===== src/hdl/vigenere_printable_ascii_macros.svh =====
// Assertion macros for the cipher RTL.
`ifndef VIGENERE_PRINTABLE_ASCII_MACROS_SVH
`define VIGENERE_PRINTABLE_ASCII_MACROS_SVH

// Same-cycle implication, disabled during reset.
`define VPA_ASSERT_IMP(LABEL, CLK, RST_N, ANTE, CONS, MSG) \
    LABEL: assert property (@(posedge CLK) disable iff (!RST_N) (ANTE) |-> (CONS)) \
        else $error(MSG);

// Next-cycle implication, disabled during reset.
`define VPA_ASSERT_NXT(LABEL, CLK, RST_N, ANTE, CONS, MSG) \
    LABEL: assert property (@(posedge CLK) disable iff (!RST_N) (ANTE) |=> (CONS)) \
        else $error(MSG);

`endif


===== src/hdl/vpa_pkg.sv =====
// Shared constants and types for the printable ASCII Vigenere cipher.
`default_nettype none

package vpa_pkg;

    localparam int KEY_MAX_BYTES_DEF = 32;
    localparam int KEY_WORDS         = 4;
    localparam int KEY_WORD_W        = 64;
    localparam int KEY_POS_W         = 5;
    localparam int KEY_LEN_W         = 6;
    localparam int SHIFT_W           = 7;
    localparam int CHAR_W            = 8;
    localparam int CFG_IDX_W         = 3;

    localparam logic [CHAR_W-1:0]     PRINT_LOW  = 8'd32;
    localparam logic [CHAR_W-1:0]     PRINT_HIGH = 8'd126;
    localparam logic [CHAR_W-1:0]     NEWLINE    = 8'd10;
    localparam logic [CHAR_W-1:0]     ALPHABET   = 8'd95;
    localparam logic [KEY_WORD_W-1:0] KEY_RESET  = 64'h2020_2020_2020_2020;
    localparam logic [KEY_LEN_W-1:0]  KEY_LEN_RESET = 6'd1;

    localparam logic [CFG_IDX_W-1:0] REG_KEY_WORD_0 = 3'd0;
    localparam logic [CFG_IDX_W-1:0] REG_KEY_WORD_1 = 3'd1;
    localparam logic [CFG_IDX_W-1:0] REG_KEY_WORD_2 = 3'd2;
    localparam logic [CFG_IDX_W-1:0] REG_KEY_WORD_3 = 3'd3;
    localparam logic [CFG_IDX_W-1:0] REG_KEY_LENGTH = 3'd4;

    typedef struct packed {
        logic emit;
        logic step;
    } vpa_class_t;

endpackage

`default_nettype wire


===== src/hdl/vigenere_printable_ascii.sv =====
// Top level of the printable ASCII Vigenere cipher stream block.
//
//  channel   | handshake                 | payload
//  ----------+---------------------------+--------------------------------------
//  s_axis    | s_axis_tvalid/tready      | tdata: char_in; tuser: func, restart
//  m_axis    | m_axis_tvalid/tready      | tdata: char_out
//  cfg       | cfg_valid/cfg_ready       | cfg_index, cfg_data (64 bits)
//
//  One item per cycle sustained while no held result stalls the input register.
//  The input register feeds classification, key byte select and the modulo 95
//  add or subtract, which load the result register.
//  Reset clears both valid flags and the key position, and loads an all-space key.
//  A held result stalls the input register only for items that produce one.
//  Configuration writes are never stalled; cfg_ready is always high.
`default_nettype none

module vigenere_printable_ascii #(
    parameter int KEY_MAX_BYTES = vpa_pkg::KEY_MAX_BYTES_DEF
) (
    input  wire logic                           clk,
    input  wire logic                           rst_n,
    input  wire logic                           s_axis_tvalid,
    output logic                                s_axis_tready,
    input  wire logic [7:0]                     s_axis_tdata,  // [7:0] char_in
    input  wire logic [1:0]                     s_axis_tuser,  // [0] func, [1] restart
    output logic                                m_axis_tvalid,
    input  wire logic                           m_axis_tready,
    output logic      [7:0]                     m_axis_tdata,  // [7:0] char_out
    input  wire logic                           cfg_valid,
    output logic                                cfg_ready,
    input  wire logic [vpa_pkg::CFG_IDX_W-1:0]  cfg_index,
    input  wire logic [vpa_pkg::KEY_WORD_W-1:0] cfg_data
);
    import vpa_pkg::*;

    `include "vigenere_printable_ascii_macros.svh"

    logic                 in_valid_reg;
    logic                 in_func_reg;
    logic                 in_restart_reg;
    logic [CHAR_W-1:0]    in_char_reg;
    logic                 out_valid_reg;
    logic                 out_valid_next;
    logic [CHAR_W-1:0]    out_char_reg;
    logic [KEY_POS_W-1:0] pos_reg;
    logic [KEY_POS_W-1:0] pos_next;

    logic                 in_take;
    logic                 stage_go;
    logic [KEY_POS_W-1:0] pos_cur;
    logic [KEY_LEN_W-1:0] pos_inc;
    logic [SHIFT_W-1:0]   key_shift;
    logic [KEY_LEN_W-1:0] key_len;
    logic [CHAR_W-1:0]    char_res;
    vpa_class_t           cls;

    vpa_key_store #(
        .KEY_MAX_BYTES (KEY_MAX_BYTES)
    ) u_key_store (
        .clk       (clk),
        .rst_n     (rst_n),
        .cfg_write (cfg_valid && cfg_ready),
        .cfg_index (cfg_index),
        .cfg_data  (cfg_data),
        .key_pos   (pos_cur),
        .key_shift (key_shift),
        .key_len   (key_len)
    );

    vpa_cipher u_cipher (
        .func      (in_func_reg),
        .char_in   (in_char_reg),
        .key_shift (key_shift),
        .char_out  (char_res),
        .cls       (cls)
    );

    assign cfg_ready     = 1'b1;
    assign stage_go      = in_valid_reg && (!cls.emit || !out_valid_reg || m_axis_tready);
    assign s_axis_tready = !in_valid_reg || stage_go;
    assign in_take       = s_axis_tvalid && s_axis_tready;
    assign m_axis_tvalid = out_valid_reg;
    assign m_axis_tdata  = out_char_reg;

    always_comb
    begin
        pos_cur = in_restart_reg ? '0 : pos_reg;
        pos_inc = {1'b0, pos_cur} + KEY_LEN_W'(1);
        if (!cls.step)
        begin
            pos_next = pos_cur;
        end
        else if (pos_inc >= key_len)
        begin
            pos_next = '0;
        end
        else
        begin
            pos_next = pos_inc[KEY_POS_W-1:0];
        end
        out_valid_next = (out_valid_reg && !m_axis_tready) || (stage_go && cls.emit);
    end

    always_ff @(posedge clk or negedge rst_n)
    begin
        if (!rst_n)
        begin
            in_valid_reg  <= 1'b0;
            out_valid_reg <= 1'b0;
            pos_reg       <= '0;
        end
        else
        begin
            if (in_take)
            begin
                in_valid_reg <= 1'b1;
            end
            else if (stage_go)
            begin
                in_valid_reg <= 1'b0;
            end
            out_valid_reg <= out_valid_next;
            if (stage_go)
            begin
                pos_reg <= pos_next;
            end
        end
    end

    always_ff @(posedge clk)
    begin
        if (in_take)
        begin
            in_func_reg    <= s_axis_tuser[0];
            in_restart_reg <= s_axis_tuser[1];
            in_char_reg    <= s_axis_tdata;
        end
        if (stage_go && cls.emit)
        begin
            out_char_reg <= char_res;
        end
    end

    `VPA_ASSERT_NXT(a_pos_in_len, clk, rst_n, stage_go && cls.step,
        {1'b0, pos_reg} < $past(key_len), "key position beyond key length")
    `VPA_ASSERT_NXT(a_restart_nl, clk, rst_n, stage_go && in_restart_reg && !cls.step,
        pos_reg == '0, "restart on newline did not clear key position")
    `VPA_ASSERT_IMP(a_out_class, clk, rst_n, m_axis_tvalid,
        (m_axis_tdata >= PRINT_LOW && m_axis_tdata <= PRINT_HIGH) || m_axis_tdata == NEWLINE,
        "result is neither printable nor newline")
    `VPA_ASSERT_IMP(a_no_overrun, clk, rst_n, out_valid_reg && !m_axis_tready && cls.emit,
        !stage_go, "held result overwritten")

endmodule

`default_nettype wire


===== src/hdl/vpa_key_store.sv =====
// Key registers, key length clamp and key byte selection.
`default_nettype none

module vpa_key_store #(
    parameter int KEY_MAX_BYTES = vpa_pkg::KEY_MAX_BYTES_DEF
) (
    input  wire logic                           clk,
    input  wire logic                           rst_n,
    input  wire logic                           cfg_write,
    input  wire logic [vpa_pkg::CFG_IDX_W-1:0]  cfg_index,
    input  wire logic [vpa_pkg::KEY_WORD_W-1:0] cfg_data,
    input  wire logic [vpa_pkg::KEY_POS_W-1:0]  key_pos,
    output logic      [vpa_pkg::SHIFT_W-1:0]    key_shift,
    output logic      [vpa_pkg::KEY_LEN_W-1:0]  key_len
);
    import vpa_pkg::*;

    logic [KEY_WORD_W-1:0]            key_word_reg [KEY_WORDS];
    logic [KEY_LEN_W-1:0]             key_length_reg;
    logic [KEY_WORDS*KEY_WORD_W-1:0]  key_vec;
    logic [CHAR_W-1:0]                key_byte;

    always_ff @(posedge clk or negedge rst_n)
    begin
        if (!rst_n)
        begin
            for (int i = 0; i < KEY_WORDS; i++)
            begin
                key_word_reg[i] <= KEY_RESET;
            end
            key_length_reg <= KEY_LEN_RESET;
        end
        else if (cfg_write)
        begin
            case (cfg_index)
                REG_KEY_WORD_0: key_word_reg[0] <= cfg_data;
                REG_KEY_WORD_1: key_word_reg[1] <= cfg_data;
                REG_KEY_WORD_2: key_word_reg[2] <= cfg_data;
                REG_KEY_WORD_3: key_word_reg[3] <= cfg_data;
                REG_KEY_LENGTH: key_length_reg <= cfg_data[KEY_LEN_W-1:0];
                default: ;
            endcase
        end
    end

    always_comb
    begin
        for (int i = 0; i < KEY_WORDS; i++)
        begin
            key_vec[i*KEY_WORD_W +: KEY_WORD_W] = key_word_reg[i];
        end
        key_byte = key_vec[key_pos*CHAR_W +: CHAR_W];
        if (key_byte inside {[PRINT_LOW:PRINT_HIGH]})
        begin
            key_shift = SHIFT_W'(key_byte - PRINT_LOW);
        end
        else
        begin
            key_shift = '0;
        end

        if (key_length_reg == '0)
        begin
            key_len = KEY_LEN_W'(1);
        end
        else if (key_length_reg > KEY_LEN_W'(KEY_MAX_BYTES))
        begin
            key_len = KEY_LEN_W'(KEY_MAX_BYTES);
        end
        else
        begin
            key_len = key_length_reg;
        end
    end

endmodule

`default_nettype wire


===== src/hdl/vpa_cipher.sv =====
// Byte classification and modulo 95 shift of one character.
`default_nettype none

module vpa_cipher (
    input  wire logic                        func,
    input  wire logic [vpa_pkg::CHAR_W-1:0]  char_in,
    input  wire logic [vpa_pkg::SHIFT_W-1:0] key_shift,
    output logic      [vpa_pkg::CHAR_W-1:0]  char_out,
    output vpa_pkg::vpa_class_t              cls
);
    import vpa_pkg::*;

    logic              is_newline;
    logic              is_print;
    logic [CHAR_W-1:0] x;
    logic [CHAR_W-1:0] y;
    logic [CHAR_W-1:0] raw;
    logic [CHAR_W-1:0] r;

    always_comb
    begin
        is_newline = (char_in == NEWLINE);
        is_print   = char_in inside {[PRINT_LOW:PRINT_HIGH]};
        cls.emit   = is_newline || is_print;
        cls.step   = !is_newline;

        x = char_in - PRINT_LOW;
        y = {1'b0, key_shift};
        if (func)
        begin
            raw = x + ALPHABET - y;
        end
        else
        begin
            raw = x + y;
        end
        if (raw >= ALPHABET)
        begin
            r = raw - ALPHABET;
        end
        else
        begin
            r = raw;
        end

        if (is_newline)
        begin
            char_out = NEWLINE;
        end
        else
        begin
            char_out = r + PRINT_LOW;
        end
    end

endmodule

`default_nettype wire


===== config.mk =====
export PLATFORM = sky130hd
export DESIGN_NAME = vigenere_printable_ascii
export DESIGN_NICKNAME = d
export VERILOG_FILES = /design/src/hdl/vpa_pkg.sv /design/src/hdl/vigenere_printable_ascii.sv /design/src/hdl/vpa_key_store.sv /design/src/hdl/vpa_cipher.sv
export VERILOG_INCLUDE_DIRS = /design/src /design/src/hdl
export SDC_FILE = /design/constraint.sdc
export NUM_CORES = 1
export LEC_CHECK = 0
export BUFFER_PORTS_ARGS = -buffer_cell sky130_fd_sc_hd__buf_2
export CORE_UTILIZATION = 30
export DETAILED_ROUTE_END_ITERATION = 12
export GPL_TIMING_DRIVEN = 0
export REMOVE_ABC_BUFFERS = 1
export SYNTH_ARGS = -nofsm -noshare
export SYNTH_HDL_FRONTEND = slang
export SYNTH_SLANG_ARGS = --single-unit

===== constraint.sdc =====
create_clock -name clk -period 6.1 [get_ports clk]
set_input_delay 0 -clock clk [delete_from_list [all_inputs] [get_ports clk]]
set_output_delay 0 -clock clk [all_outputs]
set_load 0.1 [all_outputs]

==> metrics.csv <==
stage;metric;value;unit
place;DP Area;15700;sq um
worst_setup_path;Critical-path top delay cell;a221o_1;
detailed_routing;total wire length;37600;um
power;P_int;0.00502;W
worst_setup_path;WP buf/inv;4;
synth;Seq/Total Area, Yosys;50.6;%
worst_setup_path;CP startpoint;in_restart_reg$_DFFE_PP_;
clock_network;CTS clk-pin slew, worst paths;0.06;ns
power;Sequential Power Share;35.0;%
global_routing;first-pass GRT wire length;60200;um
global_routing;vias in the first global route;10200;
clock_network;clock latency at the later pin of the worst-skew pair;0.59;ns
worst_setup_path;worst r2r src;in_restart_reg$_DFFE_PP_;
floorplanning;Die H;222;um
synth;area fraction of the dominant cell type after synthesis;40.8;%
synth;cells after synthesis;1120;
cells_and_area;register area;7320;sq um
cells_and_area;share of layout cells above drive strength 1;41.6;%
power;Combinational Power Share;40.2;%
clock_network;H-tree Lvls;1;
sta;Slew Limit Headroom;13.3;%
synth;cell with the most instances after synthesis;mux2_2;
synth;leading area contributor after synthesis;dfrtp_1;
floorplanning;core region area;47600;sq um
floorplanning;Die Width;222;um
place;port bufs;91;
sta;worst setup margin;0.188;ns
floorplanning;Die Area;49100;sq um
synth;EDFF count, synth;18;
cells_and_area;Final nets;1420;
clock_network;TritonCTS clock tree;yes;
clock_network;clock buffer depth;3;
sta;clock skew;0.0347;ns
detailed_routing;initial drt markers;576;
synth;ys flop type;dfrtp_1;
global_routing;initial antenna violation count;1;
power;Sw Ratio;34.8;%
worst_setup_path;CP max stage delay;0.48;ns
floorplanning;row count;80;
cells_and_area;Final Util;38.1;%
power;Pwr Total;0.00770;W
synth;dominant cells by area after synthesis;dfrtp_1, mux2_2, dfstp_2;
cells_and_area;fill count;4586;
worst_setup_path;WP data arrival;6.23;ns
cells_and_area;Layout area overhead;25.4;%
worst_setup_path;CP delay by family, top;compound AO/OA/AOI/OAI gates;
synth;synth cell count leaders;mux2_2, dfrtp_1, nand2_1;
synth;Syn. warnings;0;
worst_setup_path;Required @ worst endpoint;6.41;ns
detailed_routing;Residual DRC;0;
sta;Slew Limit Fails;0;
synth;count of cell types in the netlist;62;
power;VDD IR max;228;uV
run;max-cap viol count;0;
synth;post-synth design cell area;14500;sq um
clock_network;Clock Tree Root;clkbuf_16;
detailed_routing;post-route ant nets;0;
clock_network;clk sink count;287;
cells_and_area;area taken by multi-input logic gates;6960;sq um
detailed_routing;vias;9849;
cells_and_area;max FFs per register;256;
place;Setup Slack @ Placement;-1.59;ns
detailed_routing;DR vias/cell;5.07;
cells_and_area;Post-Layout Inst Area;18100;sq um
power;Pwr per Cell Area;425;nW/um^2
power;clock network power share;24.8;%
hold_path;Tightest Hold Check Type;primary input to asynchronous set/reset pin;
sta;final hold viol count;0;
synth;Post-synth ARST share;93.7;%
sta;Final period util;96.9;%
clock_network;Inserted Clock Buffers;30;
floorplanning;Initial Utilization;30.4;%
worst_setup_path;crit path kind;flop to flop;
worst_setup_path;worst-path fanout max;11;
sta;max frequency;0.169;GHz
synth;Synth Area per Inst;12.9;sq um
worst_setup_path;Setup crit start kind;flop;
detailed_routing;routed len/inst;19.4;um
detailed_routing;DR pass1 iterations;5;
sta;endpoints failing setup;0;
sta;Slew @ Worst Pin;1.29;ns
worst_setup_path;CP endpoint kind;flop;
outcome;outcome;complete, no violations;
power;leak pwr;7.51;nW
power;switching power;0.00268;W
global_routing;grt ovf;0;
place;routability cong.;0.789;
sta;crit path time final;5.91;ns
synth;#FFs+latches synth;287;
floorplanning;Top Ports;93;
place;half-perimeter wire length after detailed placement;23900;um
global_routing;global-route usage over all layers;15.5;%
global_routing;largest net degree at the start of global routing;107;
sta;Setup TNS;0;ns
## stage by stage
stage	hold slack (ns)	instances
CTS	0.0537	1935
detailed placement	0.0663	1771
global placement	0.180	1753
floorplan	-0.296	1047
finish	0.0425	1942
global route	0.0955	1942
## worst register-to-register path, delay by kind of cell (launching register included)
kind / cells / cell delay, ns
AOI/OAI and AO/OA: 10 / 2.35
adders and majority gates: 4 / 1.20
and+or+nand+nor: 6 / 1.00
buffers and inverters: 4 / 0.61
DFF: 1 / 0.39
xor gates and xnor gates: 1 / 0.11
## cells in the final DEF (no fill, tap or decap), types with 31 or more instances in the layout
| cell | instances |
|---|---|
| a21oi_1 | 31 |
| buf_2 | 90 |
| clkbuf_16 | 31 |
| dfrtp_1 | 233 |
| dfstp_2 | 33 |
| dlygate4sd3_1 | 83 |
| ha_1 | 31 |
| mux2_2 | 267 |
| mux2i_1 | 49 |
| nand2_1 | 52 |
| nor2b_1 | 32 |
## power by group through the flow
| stage | sequential [W] | combinational (W) | clock [W] |
|---|---|---|---|
| final | 0.00269 | 0.00310 | 0.00191 |
| after detailed placement | 0.00274 | 0.00268 | 0 |
| after CTS | 0.00269 | 0.00291 | 0.00196 |
| after global placement | 0.00285 | 0.00255 | 0 |
| after global routing | 0.00275 | 0.00337 | 0.00204 |
| after floorplan | 0.00291 | 0.00183 | 0 |
## cells by family (layout without fill, tap and decap cells)
| family | Yosys count | in the layout | synth area share [%] |
|---|---|---|---|
| mux | 337 | 337 | 27.4 |
| xor+xnor | 10 | 10 | 0.606 |
| compound gates | 176 | 176 | 8.82 |
| other cells | 1 | 2 | 0.0259 |
| buf+inv | 94 | 296 | 3.10 |
| flops | 287 | 287 | 50.6 |
| fa+ha+maj | 36 | 36 | 3.22 |
| simple gates | 179 | 183 | 6.31 |
## area by class of cell
cell class	instances	share of cell area, %
clock inverter	11	0.738
antenna	1	0.0138
inverter	21	0.518
timing repair buffer	219	10.7
sequential	287	40.4
multi-input combinational	743	38.4
clock buffer	45	5.06
tap	615	4.24
## routing by layer
layer / routed length, um / GRT usage [%] / up-vias
met5: 0 / 0 / -
met4: 606 / 3.05 / 0
met3: 1510 / 2.39 / 43
met2: 17900 / 25.5 / 181
met1: 17600 / 21.6 / 5094
li1: - / - / 4531
## worst paths after layout
| check | endpoint | slack (ns) | cells after the start |
|---|---|---|---|
| max | m_axis_tdata[6]$_SDFFCE_PP0P_ | 0.19 | 25 |
| min | u_key_store.key_vec[49]$_DFFE_PN0P_ | 0.04 | 2 |
| max reg2reg | m_axis_tdata[6]$_SDFFCE_PP0P_ | 0.19 | 25 |
| min reg2reg | u_key_store.key_vec[38]$_DFFE_PN0P_ | 0.50 | 1 |
| max in group asynchronous | pos_reg[2]$_DFFE_PN0P_ | 5.05 | 3 |
| min in group clk | in_char_reg[3]$_DFFE_PP_ | 0.16 | 2 |
## repair_timing
| item | 4_1_cts | 5_1_grt |
|---|---|---|
| pin swaps | 6 | 9 |
| gates resized for setup | 25 | 22 |
| cloned | 6 | 0 |
| endpoints found under the setup margin | 8 | 2 |
| setup buffers | 19 | 6 |
| endpoints found under the hold margin | 410 | 0 |
| hold buffers | 83 | 0 |
Note: power is estimated with default switching activity, not from simulation.
